==> src/hw/rtl/lcdnib_pkg.sv <==
// lcdnib_pkg: shared types, codes and tables for the character lcd nibble sequencer
// used by lcdnib_csr, lcdnib_core and char_lcd_nibble_sequencer; no dependencies

package lcdnib_pkg;

   // default display width in characters
   localparam int DefColumns = 16;

   // csr address width: six 32-bit registers at byte offsets 0..20
   localparam int CsrAddrWidth = 5;
   localparam int CsrDataWidth = 32;

   // register indexes on the csr port
   localparam logic [2:0] RegPowerUpWait   = 3'd0;
   localparam logic [2:0] RegLongCmdWait   = 3'd1;
   localparam logic [2:0] RegEnablePulse   = 3'd2;
   localparam logic [2:0] RegNibbleGap     = 3'd3;
   localparam logic [2:0] RegCommandSettle = 3'd4;
   localparam logic [2:0] RegDataSettle    = 3'd5;

   // operation codes of a request transaction
   localparam logic [2:0] OpTick     = 3'd0;
   localparam logic [2:0] OpInit     = 3'd1;
   localparam logic [2:0] OpCommand  = 3'd2;
   localparam logic [2:0] OpData     = 3'd3;
   localparam logic [2:0] OpPosition = 3'd4;
   localparam logic [2:0] OpDeinit   = 3'd5;

   // error codes of a response transaction
   localparam logic [2:0] ErrNone       = 3'd0;
   localparam logic [2:0] ErrBusy       = 3'd1;
   localparam logic [2:0] ErrInitDone   = 3'd2;
   localparam logic [2:0] ErrNotInit    = 3'd3;
   localparam logic [2:0] ErrBadPos     = 3'd4;

   // row base addresses and nibble masks
   localparam logic [7:0] Row1Base = 8'h80;
   localparam logic [7:0] Row2Base = 8'hC0;
   localparam logic [7:0] HiMask   = 8'hF0;
   localparam logic [7:0] LoMask   = 8'h0F;

   // last init step (entry mode)
   localparam logic [2:0] LastInitStep = 3'd4;

   // request payload
   typedef struct packed {
      logic [2:0] operation;
      logic [7:0] byte_value;
      logic [1:0] row;
      logic [4:0] column;
   } req_type;

   // response payload
   typedef struct packed {
      logic       register_select;
      logic       read_write;
      logic       enable;
      logic [3:0] data_nibble;
      logic       busy_res;
      logic       ready_res;
      logic       done_res;
      logic [2:0] error;
   } rsp_type;

   // timing configuration handed from csr block to core
   typedef struct packed {
      logic [7:0] power_up_wait_ticks;
      logic [7:0] long_command_wait_ticks;
      logic [7:0] enable_pulse_ticks;
      logic [7:0] nibble_gap_ticks;
      logic [7:0] command_settle_ticks;
      logic [7:0] data_settle_ticks;
   } cfg_type;

   // init command bytes: home, function set, display on, clear, entry mode
   function automatic logic [7:0] init_cmd(input logic [2:0] step);
      logic [7:0] cmd;
      case (step)
         3'd0:    cmd = 8'h02;
         3'd1:    cmd = 8'h28;
         3'd2:    cmd = 8'h0C;
         3'd3:    cmd = 8'h01;
         default: cmd = 8'h06;
      endcase
      return cmd;
   endfunction

endpackage

==> src/hw/rtl/lcdnib_csr.sv <==
// lcdnib_csr: apb-style timing register file of the lcd nibble sequencer
// depends on lcdnib_pkg

module lcdnib_csr
   import lcdnib_pkg::*;
(
   input  logic                    clock,
   input  logic                    reset,
   input  logic                    csr_psel,
   input  logic                    csr_penable,
   input  logic                    csr_pwrite,
   input  logic [CsrAddrWidth-1:0] csr_paddr,
   input  logic [CsrDataWidth-1:0] csr_pwdata,
   output logic [CsrDataWidth-1:0] csr_prdata,
   output cfg_type                 cfg
);

   cfg_type    cfg_ff;
   cfg_type    cfg_in;
   logic [2:0] reg_index;
   logic       write_en;
   logic [7:0] wdata;
   logic [7:0] rdata;

   assign reg_index = csr_paddr[4:2];
   assign write_en  = csr_psel && csr_penable && csr_pwrite;
   assign wdata     = csr_pwdata[7:0];

   // register write decode
   always_comb begin
      cfg_in = cfg_ff;
      if (write_en) begin
         case (reg_index)
            RegPowerUpWait:   cfg_in.power_up_wait_ticks     = wdata;
            RegLongCmdWait:   cfg_in.long_command_wait_ticks = wdata;
            RegEnablePulse:   cfg_in.enable_pulse_ticks      = wdata;
            RegNibbleGap:     cfg_in.nibble_gap_ticks        = wdata;
            RegCommandSettle: cfg_in.command_settle_ticks    = wdata;
            RegDataSettle:    cfg_in.data_settle_ticks       = wdata;
            default: ;
         endcase
      end
   end

   always_ff @(posedge clock) begin
      if (reset) begin
         cfg_ff.power_up_wait_ticks     <= 8'd30;
         cfg_ff.long_command_wait_ticks <= 8'd14;
         cfg_ff.enable_pulse_ticks      <= 8'd5;
         cfg_ff.nibble_gap_ticks        <= 8'd10;
         cfg_ff.command_settle_ticks    <= 8'd20;
         cfg_ff.data_settle_ticks       <= 8'd10;
      end else begin
         cfg_ff <= cfg_in;
      end
   end

   // read mux
   always_comb begin
      case (reg_index)
         RegPowerUpWait:   rdata = cfg_ff.power_up_wait_ticks;
         RegLongCmdWait:   rdata = cfg_ff.long_command_wait_ticks;
         RegEnablePulse:   rdata = cfg_ff.enable_pulse_ticks;
         RegNibbleGap:     rdata = cfg_ff.nibble_gap_ticks;
         RegCommandSettle: rdata = cfg_ff.command_settle_ticks;
         RegDataSettle:    rdata = cfg_ff.data_settle_ticks;
         default:          rdata = 8'd0;
      endcase
   end

   assign csr_prdata = {{(CsrDataWidth-8){1'b0}}, rdata};
   assign cfg        = cfg_ff;

endmodule

==> src/hw/rtl/lcdnib_core.sv <==
// lcdnib_core: sequencer state and one-transaction next-state and pin logic
// depends on lcdnib_pkg

module lcdnib_core
   import lcdnib_pkg::*;
#(
   parameter int COLUMNS = DefColumns
)
(
   input  logic    clock,
   input  logic    reset,
   input  logic    step_en,
   input  req_type req,
   input  cfg_type cfg,
   output rsp_type rsp
);

   typedef enum logic [2:0] {
      PhIdle,
      PhPower,
      PhHiE,
      PhGap,
      PhLoE,
      PhSettle,
      PhLong
   } phase_type;

   localparam logic [5:0] ColLimit = 6'(COLUMNS);

   phase_type  phase_ff,        phase_in;
   logic [7:0] tick_ff,         tick_in;
   logic [2:0] step_ff,         step_in;
   logic [7:0] held_byte_ff,    held_byte_in;
   logic       held_select_ff,  held_select_in;
   logic       init_running_ff, init_running_in;
   logic       initialized_ff,  initialized_in;

   logic       busy;
   logic [7:0] wait_len;
   logic [8:0] tick_plus;
   logic       wait_done;
   logic       done;
   logic [2:0] err;
   logic       pos_ok;
   logic [7:0] pos_byte;
   logic [2:0] next_step;

   assign busy = (phase_ff != PhIdle);

   // wait length of the current phase
   always_comb begin
      case (phase_ff)
         PhPower:  wait_len = cfg.power_up_wait_ticks;
         PhHiE:    wait_len = cfg.enable_pulse_ticks;
         PhGap:    wait_len = cfg.nibble_gap_ticks;
         PhLoE:    wait_len = cfg.enable_pulse_ticks;
         PhSettle: wait_len = held_select_ff ? cfg.data_settle_ticks
                                             : cfg.command_settle_ticks;
         PhLong:   wait_len = cfg.long_command_wait_ticks;
         default:  wait_len = 8'd0;
      endcase
   end

   // tick counter compare; a zero length ends after one tick like one
   assign tick_plus = {1'b0, tick_ff} + 9'd1;
   assign wait_done = (tick_plus >= {1'b0, wait_len});

   // position check and cursor address
   assign pos_ok   = ((req.row == 2'd1) || (req.row == 2'd2)) && (req.column != 5'd0)
                     && ({1'b0, req.column} <= ColLimit);
   assign pos_byte = ((req.row == 2'd1) ? Row1Base : Row2Base) + {3'b000, req.column}
                     - 8'd1;

   assign next_step = step_ff + 3'd1;

   // next state for one transaction
   always_comb begin
      phase_in        = phase_ff;
      tick_in         = tick_ff;
      step_in         = step_ff;
      held_byte_in    = held_byte_ff;
      held_select_in  = held_select_ff;
      init_running_in = init_running_ff;
      initialized_in  = initialized_ff;
      done            = 1'b0;
      err             = ErrNone;

      case (req.operation)
         OpTick: begin
            if (busy) begin
               tick_in = wait_done ? 8'd0 : tick_plus[7:0];
            end
            case (phase_ff)
               PhPower: begin
                  if (wait_done) begin
                     step_in        = 3'd0;
                     held_byte_in   = init_cmd(3'd0);
                     held_select_in = 1'b0;
                     phase_in       = PhHiE;
                  end
               end
               PhHiE: begin
                  if (wait_done) phase_in = PhGap;
               end
               PhGap: begin
                  if (wait_done) phase_in = PhLoE;
               end
               PhLoE: begin
                  if (wait_done) phase_in = PhSettle;
               end
               PhSettle: begin
                  if (wait_done) begin
                     if (!init_running_ff) begin
                        phase_in = PhIdle;
                        done     = 1'b1;
                     end else if ((step_ff == 3'd0) || (step_ff == 3'd3)) begin
                        phase_in = PhLong;
                     end else if (step_ff >= LastInitStep) begin
                        init_running_in = 1'b0;
                        initialized_in  = 1'b1;
                        phase_in        = PhIdle;
                        done            = 1'b1;
                     end else begin
                        step_in        = next_step;
                        held_byte_in   = init_cmd(next_step);
                        held_select_in = 1'b0;
                        phase_in       = PhHiE;
                     end
                  end
               end
               PhLong: begin
                  if (wait_done) begin
                     step_in        = next_step;
                     held_byte_in   = init_cmd(next_step);
                     held_select_in = 1'b0;
                     phase_in       = PhHiE;
                  end
               end
               default: phase_in = PhIdle;
            endcase
         end
         OpInit: begin
            if (busy) begin
               err = ErrBusy;
            end else if (initialized_ff) begin
               err = ErrInitDone;
            end else begin
               init_running_in = 1'b1;
               step_in         = 3'd0;
               held_byte_in    = 8'd0;
               held_select_in  = 1'b0;
               phase_in        = PhPower;
               tick_in         = 8'd0;
            end
         end
         OpCommand: begin
            if (busy) begin
               err = ErrBusy;
            end else begin
               held_byte_in   = req.byte_value;
               held_select_in = 1'b0;
               phase_in       = PhHiE;
               tick_in        = 8'd0;
            end
         end
         OpData: begin
            if (busy) begin
               err = ErrBusy;
            end else if (!initialized_ff) begin
               err = ErrNotInit;
            end else begin
               held_byte_in   = req.byte_value;
               held_select_in = 1'b1;
               phase_in       = PhHiE;
               tick_in        = 8'd0;
            end
         end
         OpPosition: begin
            if (busy) begin
               err = ErrBusy;
            end else if (!initialized_ff) begin
               err = ErrNotInit;
            end else if (!pos_ok) begin
               err = ErrBadPos;
            end else begin
               held_byte_in   = pos_byte;
               held_select_in = 1'b0;
               phase_in       = PhHiE;
               tick_in        = 8'd0;
            end
         end
         OpDeinit: begin
            if (busy) err = ErrBusy;
            else      initialized_in = 1'b0;
         end
         default: ;
      endcase
   end

   // pin levels after the transaction
   always_comb begin
      rsp.register_select = held_select_in;
      rsp.read_write      = 1'b0;
      rsp.enable          = (phase_in == PhHiE) || (phase_in == PhLoE);
      if ((phase_in == PhHiE) || (phase_in == PhGap)) begin
         rsp.data_nibble = held_byte_in[7:4] & HiMask[7:4];
      end else begin
         rsp.data_nibble = held_byte_in[3:0] & LoMask[3:0];
      end
      rsp.busy_res  = (phase_in != PhIdle);
      rsp.ready_res = initialized_in;
      rsp.done_res  = done;
      rsp.error     = err;
   end

   // sequencer state
   always_ff @(posedge clock) begin
      if (reset) begin
         phase_ff        <= PhIdle;
         tick_ff         <= 8'd0;
         step_ff         <= 3'd0;
         held_byte_ff    <= 8'd0;
         held_select_ff  <= 1'b0;
         init_running_ff <= 1'b0;
         initialized_ff  <= 1'b0;
      end else if (step_en) begin
         phase_ff        <= phase_in;
         tick_ff         <= tick_in;
         step_ff         <= step_in;
         held_byte_ff    <= held_byte_in;
         held_select_ff  <= held_select_in;
         init_running_ff <= init_running_in;
         initialized_ff  <= initialized_in;
      end
   end

endmodule

==> src/hw/rtl/char_lcd_nibble_sequencer.sv <==
// char_lcd_nibble_sequencer: top level with request register, response register and csr port
// depends on lcdnib_pkg, lcdnib_csr and lcdnib_core

// Tick-driven sequencer for an HD44780-style character display on a 4-bit bus.
// Each request transaction (a tick, init, command, data, position or deinit) returns
// exactly one response transaction carrying the RS, RW, E and D7..D4 pin levels and
// busy, ready, done and error status as they stand after that transaction. The block
// takes one transaction per clock cycle while the response side does not stall; a
// transaction is captured in the request register and its response moves into the
// response register once that register is free. Rate is set by the single next-state
// step of the sequencer state between those two registers.
// Timing registers on the csr port are to be written only while the block is idle.

module char_lcd_nibble_sequencer
   import lcdnib_pkg::*;
#(
   parameter int COLUMNS = DefColumns
)
(
   input  logic                    clock,
   input  logic                    reset,
   // request channel
   input  logic                    req_valid,
   output logic                    req_stall,
   input  req_type                 req_data,
   // response channel
   output logic                    rsp_valid,
   input  logic                    rsp_stall,
   output rsp_type                 rsp_data,
   // csr port
   input  logic                    csr_psel,
   input  logic                    csr_penable,
   input  logic                    csr_pwrite,
   input  logic [CsrAddrWidth-1:0] csr_paddr,
   input  logic [CsrDataWidth-1:0] csr_pwdata,
   output logic [CsrDataWidth-1:0] csr_prdata,
   output logic                    csr_pready
);

   logic    req_valid_ff;
   req_type req_data_ff;
   logic    rsp_valid_ff;
   rsp_type rsp_data_ff;
   logic    advance;
   logic    req_take;
   cfg_type cfg;
   rsp_type step_rsp;

   // move the held request into the response register when it is free
   assign advance   = req_valid_ff && (!rsp_valid_ff || !rsp_stall);
   assign req_stall = req_valid_ff && !advance;
   assign req_take  = req_valid && !req_stall;

   // timing registers
   lcdnib_csr u_csr (
      .clock       (clock),
      .reset       (reset),
      .csr_psel    (csr_psel),
      .csr_penable (csr_penable),
      .csr_pwrite  (csr_pwrite),
      .csr_paddr   (csr_paddr),
      .csr_pwdata  (csr_pwdata),
      .csr_prdata  (csr_prdata),
      .cfg         (cfg)
   );

   assign csr_pready = 1'b1;

   // sequencer state and step logic
   lcdnib_core #(
      .COLUMNS (COLUMNS)
   ) u_core (
      .clock   (clock),
      .reset   (reset),
      .step_en (advance),
      .req     (req_data_ff),
      .cfg     (cfg),
      .rsp     (step_rsp)
   );

   // request register
   always_ff @(posedge clock) begin
      if (reset) begin
         req_valid_ff <= 1'b0;
      end else if (!req_stall) begin
         req_valid_ff <= req_valid;
      end
   end

   always_ff @(posedge clock) begin
      if (req_take) begin
         req_data_ff <= req_data;
      end
   end

   // response register
   always_ff @(posedge clock) begin
      if (reset) begin
         rsp_valid_ff <= 1'b0;
      end else if (advance) begin
         rsp_valid_ff <= 1'b1;
      end else if (!rsp_stall) begin
         rsp_valid_ff <= 1'b0;
      end
   end

   always_ff @(posedge clock) begin
      if (advance) begin
         rsp_data_ff <= step_rsp;
      end
   end

   assign rsp_valid = rsp_valid_ff;
   assign rsp_data  = rsp_data_ff;

endmodule
==> config.mk <==
export PLATFORM = sky130hd
export DESIGN_NAME = char_lcd_nibble_sequencer
export DESIGN_NICKNAME = d
export VERILOG_FILES = /design/src/hw/rtl/lcdnib_pkg.sv /design/src/hw/rtl/lcdnib_csr.sv /design/src/hw/rtl/lcdnib_core.sv /design/src/hw/rtl/char_lcd_nibble_sequencer.sv
export SDC_FILE = /design/constraint.sdc
export NUM_CORES = 1
export LEC_CHECK = 0
export BUFFER_PORTS_ARGS = -buffer_cell sky130_fd_sc_hd__clkbuf_2
export CAP_MARGIN = 10
export CORE_MARGIN = 3
export CORE_UTILIZATION = 40
export DETAILED_ROUTE_END_ITERATION = 7
export SETUP_SLACK_MARGIN = 0.1
export SYNTH_ARGS = -nofsm -noshare
export SYNTH_HDL_FRONTEND = slang
export SYNTH_HIERARCHICAL = 1
export SYNTH_SLANG_ARGS = --single-unit
==> constraint.sdc <==
create_clock -name clock -period 3.8 [get_ports clock]
set_input_delay 0.76 -clock clock [delete_from_list [all_inputs] [get_ports clock]]
set_output_delay 0.76 -clock clock [all_outputs]
set_load 0.1 [all_outputs]
==> results of run 1 <==
[state kept, by name, indices dropped and copies added (netlist names), 3 cells and up]
| signal | count |
|---|---|
| u_csr/cfg | 48 |
| req_data_ff | 18 |
| rsp_data | 13 |
| u_core/held_byte_ff | 8 |
| u_core/tick_ff | 8 |
| u_core/phase_ff | 3 |
| u_core/step_ff | 3 |
[final timing paths]
path                     startpoint                endpoint  slack [ns]  depth (start not counted)
min          u_core/held_byte_ff[4]  u_core/held_byte_ff[4]        0.49                          2
min reg2reg  u_core/held_byte_ff[4]  u_core/held_byte_ff[4]        0.49                          2
max              u_core/phase_ff[2]             rsp_data[7]        0.33                         11
max reg2reg      u_core/phase_ff[2]             rsp_data[7]        0.33                         11
[routing by layer]
layer  global-route usage (%)  share of wire [%]  up-vias
met5                        0                  0        -
met4                     5.83                1.8        0
met3                     3.23                4.6       24
met2                     30.5                 46      161
met1                     25.9                 47     2668
li1                         -                  -     2660
[worst reg2reg max path, delay by kind of cell (launching register included)]
kind / cells / cell delay (ns)
AOI/OAI and AO/OA: 5 / 1.43
and+or+nand+nor: 4 / 0.94
DFF: 1 / 0.39
adders and majority gates: 1 / 0.33
muxes: 1 / 0.13
[cell families after synthesis]
kind of cell | Yosys count
flip-flops | 106
buffers and inverters | 91
other | 3
XOR/XNOR | 11
multiplexers | 75
AND/OR/NAND/NOR | 235
AO/OA/AOI/OAI | 188
adder cells (fa/ha/maj) | 19
[repair_timing]
action | CTS | global route
hold buffers | 0 | 0
setup endpoints to repair | 0 | 14
resized for setup | 0 | 4
[final cells by class]
type,count,area [um2]
clock buffers,9,225
clock inverters,7,68.8
fillers,1552,8710
inverters,15,56.3
multi-input cells,554,3740
flip-flops and latches,106,2430
well taps,216,270
repair buffers,78,440
[cell usage in the layout, fill, tap and decap left out, types with 18 or more instances in the layout]
| cell type | count |
|---|---|
| a211oi_1 | 18 |
| a21oi_1 | 46 |
| a22oi_1 | 20 |
| buf_4 | 20 |
| clkbuf_2 | 58 |
| conb_1 | 26 |
| dfxtp_1 | 74 |
| edfxtp_1 | 31 |
| ha_1 | 19 |
| mux2i_1 | 61 |
| nand2_1 | 39 |
| nand2b_1 | 35 |
| nand3_1 | 20 |
| nor2_1 | 75 |
| o21ai_0 | 32 |
[per-stage QoR]
step	total power (uW)	cell area (um2)	instances	hold slack (ns)
CTS	2790	7220	985	0.482
finish	2790	7230	985	0.485
global placement	1830	6920	969	0.462
detailed placement	1840	6920	969	0.472
global route	2890	7230	985	0.515
floorplan	1740	6640	751	0.454
[power groups by stage]
stage / clock, uW / combinational, uW / sequential [uW]
final: 958 / 596 / 1230
after detailed placement: 0 / 587 / 1260
after CTS: 973 / 589 / 1230
after global routing: 1020 / 636 / 1240
after floorplan: 0 / 438 / 1300
after global placement: 0 / 579 / 1260
==> run metrics, run 1 <==
status=completed; post-synth top area share=22.9%; Routed WL=16,800 um; critical-path cell list=nor2b_1 -> o21ba_2 -> a211oi_1 -> ha_1 -> and3_1 -> nor2b_1 -> a311o_1 -> o21ai_4 -> o22ai_2 -> or3_4 -> mux2i_1; Max-Slew Margin vs Limit=48.4%; Initial Util=41.1%; worst setup margin=0.327 ns; CP peak stage delay=0.43 ns; setup_tns=0 ns; Core Footprint=15,900 um2; Unique masters post-synth=78; ys flop type=dfxtp_1; static leakage=0.00292 uW; FP Rows=46; cell taking the most area after synthesis=dfxtp_1; pin count of the biggest net entering global routing=31; slowest cell on the critical path=a211oi_1; final net count=845; Fin. Hold Viols=0; Worst Tran Pin Value=0.773 ns; Worst setup EP type=register; Arrival @ worst endpoint=3.57 ns; antenna violation net count after detailed routing=0; critical path peak fanout=7; HP Class=register to register; wire per inst=17.1 um; Final Cycle Share=91.4%; Crit path top cell by count=nor2b_1; synth top area cells=dfxtp_1 23%, edfxtp_1 14%, mux2i_1 9.3%, nor2_1 4.3%, buf_4 3.8%; ANT cells=0; Worst-path clk slew=0.08 ns; Sw Ratio=33.1%; area of the die=18,000 um2; Clock Power Share=34.4%; gr ovfl total=0; ys async rst share=0%; synthesis-stage register bit count=106; Synth Area in Compound Gates=19.8%; Simple-Gate Fraction of Synth Area=18.5%; endpoints failing setup=0; crit start category=register; sequential share of power=44.2%; Total GRT Usage=18.8%; die height=134 um; Pint=1860 uW; CTS tree=done; Yosys warnings=6; xor/xnor share of the synthesized area=1.47%; max-cap viol count=0; Synth top cells by count=75 x dfxtp_1, 75 x nor2_1, 61 x mux2i_1, 47 x a21oi_1, 39 x nand2_1; Sink Count=106; Final Critical Period=3.47 ns; Cells after Synth=728; area grow syn2layout=10.3%; Worst-Skew Late Latency=0.36 ns; die width=134 um; layout cell share with drive strength beyond 1=17.0%; DRC viols=0; detailed placement HPWL=12,100 um; Slew Viols, Final=0; DR vias/cell=5.60; Max rail drop VDD=0.213 mV; register area share after synthesis=37.1%; Synth Area per Inst=9.01 um2; vias in the first global route=5,405; number of synthesized flops with an enable pin=31; antenna violations before repair=0; IO Pins=110; port bufs=58; H-tree lvl count=3; drt first pass iters=5; Post-Synth Adder-Cell Area=3.63%; Vias=5,513; Worst EP required=3.90 ns; root buffer cell=clkbuf_16; CTS Buf Count=9; CP Class=register to register; Util after Layout=45.4%; postcts setup bufs=0; largest family of logic cells by synthesized area=compound AO/OA/AOI/OAI gates; net switching power=923 uW; Combinational Power Share=21.4%; Post-Syn Area=6560 um2; Setup Skew=0.0112 ns; RSZ-0062 raised after global routing=no; Worst Path Buf+Inv=0; mux cell area share after synthesis=11.7%; routability congestion estimate=0.870; clk buf depth=2; Place WS=0.141 ns; f_max=288 MHz; first-pass GRT wire length=27,500 um; delay-heaviest family, CP=compound AO/OA/AOI/OAI gates; starting DRC count in detailed routing=389; Power Density=385 nW/um2
No activity file was read; power rests on OpenSTA's default activity.
==> run 2: changes to the inputs <==
CORE_UTILIZATION = 48   (was 40)
MAX_ROUTING_LAYER = met4   (was unset)
PLACE_DENSITY = 0.72   (was unset)
==> run 2 against run 1 <==
  * Core utilization increased by 8.5 points
  * Largest cell class unchanged
  * First-iteration DRC count is 20% higher
  * Clock skew fell by 0.0026 ns
  * Critical path type unchanged
  * Total power is 2.8% lower
  * Global-route usage increased by 3.4 points
  * Routed wire length fell by 5.0%
  * Design area is 1.0% lower
  * Maximum frequency fell by 2.0%
  * Non-clock buffer count is 5 lower
==> run metrics, run 2 (synthesis results as in run 1) <==
status=completed; most frequent cells in the layout=75 x dfxtp_1, 74 x nor2_1, 61 x mux2i_1; crit start category=register; max reg flops=48 (unchanged); Vias=5,482 (-0.56%); Routed WL=16,000 um (-5.0%); starting DRC count in detailed routing=468 (+20%); Final Cycle Share=93.3% (+1.9 points); Place WS=0.0958 ns (-0.0450 ns); vias in the first global route=5,160 (-4.5%); Fin. Hold Viols=0 (unchanged); Initial Util=49.3% (+8.2 points); Worst EP required=3.90 ns (about the same); clk buf depth=2 (unchanged); area grow syn2layout=9.20%; worst setup margin=0.255 ns (-0.0719 ns); Worst setup EP type=register; Slew Viols, Final=0 (unchanged); f_max=282 MHz (-2.0%); static leakage=0.00289 uW (-0.94%); Setup Skew=0.00866 ns (-0.00259 ns); drt first pass iters=5 (unchanged); CP Class=register to register; pin count of the biggest net entering global routing=69 (+120%); layout cell share with drive strength beyond 1=16.8% (-0.28 points); routability congestion estimate=0.886 (+1.9%); ANT cells=0 (unchanged); setup_tns=0 ns (unchanged); gr ovfl total=0 (unchanged); Final Critical Period=3.55 ns (+0.0719 ns); Max-Slew Margin vs Limit=49.8% (+1.4 points); Arrival @ worst endpoint=3.64 ns (+0.07 ns); Core Footprint=13,300 um2 (-17%); commonest non-fill, non-tap cell in the layout=dfxtp_1; DRC viols=0 (unchanged); Post-CTS Hold Buffers=0 (unchanged); final net count=840 (-0.59%); Worst-Skew Late Latency=0.36 ns (about the same); max-cap viol count=0 (unchanged); die height=123 um (-8.3%); detailed placement HPWL=11,500 um (-4.9%); Util after Layout=53.9% (+8.5 points); die width=123 um (-8.3%); Worst-path clk slew=0.07 ns (about the same); critical path peak fanout=8 (+1); antenna violation net count after detailed routing=0 (unchanged); H-tree lvl count=3 (unchanged); HP Class=register to register; Sink Count=106 (unchanged); root buffer cell=clkbuf_16; Worst Tran Pin Value=0.754 ns (-0.0193 ns); area of the die=15,100 um2 (-16%); RSZ-0062 raised after global routing=no; IO Pins=110 (unchanged); CTS Buf Count=9 (unchanged); Total GRT Usage=22.2% (+3.4 points); CTS tree=done; first-pass GRT wire length=25,800 um (-6.5%); FP Rows=42 (-8.7%); antenna violations before repair=0 (unchanged); port bufs=58 (unchanged); DR vias/cell=5.83 (+4.2%); wire per inst=17.0 um (-0.41%); Power Density=378 nW/um2 (-1.8%); Max rail drop VDD=0.253 mV (+19%); endpoints failing setup=0 (unchanged)
[run 2: what timing repair did]
action                     in CTS  in global routing
setup endpoints to repair       3                 16
pin swaps                       0                  0
buffers inserted                0                  0
gates resized for setup         1                  8
[run 2: final timing paths]
| path | startpoint | end | slack (ns) | depth (start not counted) |
|---|---|---|---|---|
| worst max-delay path | u_core/phase_ff[1] | rsp_data[7] | 0.25 | 12 |
| worst min-delay path | u_core/held_byte_ff[3] | u_core/held_byte_ff[3] | 0.49 | 2 |
| worst min register to register | u_core/held_byte_ff[3] | u_core/held_byte_ff[3] | 0.49 | 2 |
| worst max register to register | u_core/phase_ff[1] | rsp_data[7] | 0.25 | 12 |
[run 2: layout make-up]
| class | instances | area [um2] |
|---|---|---|
| inverters | 15 | 56.3 |
| clock buffers | 10 | 229 |
| fillers | 1204 | 6130 |
| clock inverters | 6 | 42.5 |
| repair buffers | 73 | 427 |
| well taps | 176 | 220 |
| flip-flops and latches | 106 | 2430 |
| multi-input cells | 554 | 3750 |
[run 2: per-layer routing]
metal	routed length, um	GRT usage (%)	vias up	part of all wire (%)
met5	0	-	-	0
met4	191	6.93	0	1.2
met3	821	3.64	15	5.1
met2	7560	34.4	173	47
met1	7430	29.9	2636	46
li1	-	-	2658	-
[run 2: stage by stage]
stage	power [uW]	hold slack (ns)	instances	area, um2
after global routing	2810	0.515	940	7160
after floorplan	1740	0.454	751	6640
after global placement	1820	0.468	923	6830
final	2710	0.492	940	7160
after detailed placement	1830	0.485	923	6830
after CTS	2720	0.493	939	7100
[run 2: worst max-delay path, stage by stage (launching register included)]
cell      delay (ns)
dfxtp_1         0.52
nand2b_1        0.39
buf_4           0.21
a211oi_1        0.05
a211oi_1        0.32
ha_1            0.31
a21oi_1         0.15
nor2b_1         0.09
a311o_1         0.40
o21ai_4         0.17
o22ai_2         0.15
or3_4           0.40
mux2i_1         0.12
[run 2: report_power, final]
group          switching, uW  internal [uW]
clock network            437            446
registers               32.2           1200
logic                    442            150
total                    912           1800
==> run 3: changes to the inputs <==
CORE_UTILIZATION = 45   (was 48)
PLACE_DENSITY = 0.69   (was 0.72)
==> run 3 against run 2 <==
  * Register-to-register slack lost 0.07 ns
  * Critical path type unchanged
  * Critical endpoint unchanged
  * Highest routed layer unchanged
  * Total power is 3.5% higher
  * Final cell count increased by 0.53%
  * Clock power grew 11%
==> run metrics, run 3 (synthesis results as in run 1) <==
status=completed; Worst-path clk slew=0.07 ns (about the same); critical path peak fanout=8 (unchanged); first-pass GRT wire length=26,000 um (+0.91%); CTS Buf Count=9 (unchanged); drt first pass iters=5 (unchanged); Place WS=0.143 ns (+0.0473 ns); Arrival @ worst endpoint=3.72 ns (+0.08 ns); delay-heaviest family, CP=compound AO/OA/AOI/OAI gates; Util after Layout=51.1% (-2.8 points); starting DRC count in detailed routing=493 (+5.3%); Clock Power Share=35.1% (+2.5 points); Worst Setup SP=u_core/phase_ff[2]; CP peak stage delay=0.42 ns (-0.10 ns); Worst EP required=3.90 ns (about the same); pin count of the biggest net entering global routing=31 (-55%); Worst-Skew Late Latency=0.37 ns (about the same); routability congestion estimate=0.925 (+4.4%); Overall Power=2800 uW (+3.5%); detailed placement HPWL=11,700 um (+1.4%); final net count=841 (+0.12%); WHS Endpoint=u_core/held_byte_ff[4]; crit start category=register; commonest non-fill, non-tap cell in the layout=nor2_1; Initial Util=46.7% (-2.6 points); root buffer cell=clkbuf_16; Routed WL=16,100 um (+0.41%); setup slack, reg-to-reg=0.18 ns (-0.07 ns); FF-to-FF path depth=12 (unchanged); IO Pins=110 (unchanged); f_max=276 MHz (-2.0%); Fin. Hold Viols=0 (unchanged); Final Critical Period=3.62 ns (+0.0725 ns); DRC viols=0 (unchanged); Worst Path Buf+Inv=1 (unchanged); gr ovfl total=0 (unchanged); max reg flops=48 (unchanged); DR vias/cell=5.85 (+0.36%); Power Density=391 nW/um2 (+3.4%); worst setup margin=0.182 ns (-0.0725 ns); max-cap viol count=0 (unchanged); wire per inst=17.0 um (-0.12%); Setup Skew=0.0100 ns (+0.00136 ns); Vias=5,531 (+0.89%); net switching power=931 uW (+2.2%); vias in the first global route=5,155 (-0.097%); most frequent cells in the layout=75 x nor2_1, 74 x dfxtp_1, 61 x mux2i_1; Worst setup EP type=register; area of the die=16,100 um2 (+6.3%); Slew Viols, Final=0 (unchanged); FP Rows=43 (+2.4%); antenna violation net count after detailed routing=0 (unchanged); layout cell share with drive strength beyond 1=17.3% (+0.50 points); area grow syn2layout=9.37%; antenna violations before repair=0 (unchanged); critical-path cell list=buf_4 -> nor2_1 -> o21ba_2 -> a211oi_1 -> ha_1 -> and3_1 -> nor2b_1 -> a311o_1 -> o21ai_4 -> o22ai_2 -> or3_4 -> mux2i_1; static leakage=0.00291 uW (+0.80%); Sink Count=106 (unchanged); filler instances=1,265 (+5.1%); clk buf depth=2 (unchanged); die width=127 um (+3.1%); Pint=1870 uW (+4.2%); endpoints failing setup=0 (unchanged); Core Footprint=14,000 um2 (+5.6%); port bufs=58 (unchanged); sequential share of power=43.9% (-1.6 points); setup_tns=0 ns (unchanged); Total GRT Usage=20.6% (-1.6 points); worst r2r src=u_core/phase_ff[2]; Max rail drop VDD=0.262 mV (+3.5%); CP Class=register to register; H-tree lvl count=3 (unchanged); Worst Tran Pin Value=0.766 ns (+0.0128 ns); RSZ-0062 raised after global routing=no; die height=127 um (+3.1%); Max-Slew Margin vs Limit=48.8% (-0.96 points); hold-critical path depth=2 (unchanged); CTS tree=done; Final Cycle Share=95.2% (+1.9 points); Critical R2R Capture=rsp_data[7]; ANT cells=0 (unchanged); slowest cell on the critical path=a211oi_1; HP Start=u_core/held_byte_ff[4]; Combinational Power Share=21.0% (-0.9 points); Sw Ratio=33.2% (-0.44 points); HP Class=register to register
==> run 3: power by group through the flow <==
stage               clock network (uW)  logic, uW  registers [uW]
finish                             984        587            1230
global route                      1060        626            1240
CTS                               1000        580            1230
detailed placement                   0        578            1260
global placement                     0        568            1250
floorplan                            0        438            1300
==> run 3: worst max-delay path by stage <==
stage	cells after the start	end	slack [ns]
4_1_cts	13	rsp_data[9]	0.12
3_3_place_gp	13	rsp_data[9]	0.19
6_report	12	rsp_data[7]	0.18
3_5_place_dp	13	rsp_data[9]	0.14
2_1_floorplan	14	rsp_data[7]	0.13
5_1_grt	15	rsp_data[9]	0.1
==> run 3: cell type report <==
| type | count | area, um2 | area share [%] |
|---|---|---|---|
| clock inverter | 7 | 83.8 | 1.17 |
| tap | 180 | 225 | 3.14 |
| timing repair buffer | 74 | 410 | 5.72 |
| clock buffer | 9 | 225 | 3.14 |
| sequential | 106 | 2430 | 33.9 |
| inverter | 15 | 56.3 | 0.785 |
| multi-input combinational | 554 | 3740 | 52.1 |
==> run 3: timing repair <==
item,in CTS,in global routing
endpoints found under the setup margin,0,14
hold buffers,0,0
resized for setup,0,6
setup buffers,0,0
==> run 3: metal layers <==
layer / GRT usage [%] / routed length, um / share of wire (%)
met1: 27.1 / 7180 / 45
met5: - / 0 / 0
met3: 4.29 / 1040 / 6.5
met4: 6.31 / 267 / 1.7
met2: 32.0 / 7580 / 47
==> run 3: through the flow <==
| stage | instances | cell area, um2 | hold WS, ns |
|---|---|---|---|
| floorplan | 751 | 6640 | 0.454 |
| global placement | 929 | 6850 | 0.463 |
| detailed placement | 929 | 6850 | 0.479 |
| CTS | 945 | 7160 | 0.491 |
| global route | 945 | 7170 | 0.511 |
| finish | 945 | 7170 | 0.494 |
==> run 3: worst min-delay path, cell delays in order, from the launching register on <==
cell     delay (ns)
dfxtp_1        0.32
o21ai_0        0.07
a21oi_1        0.06
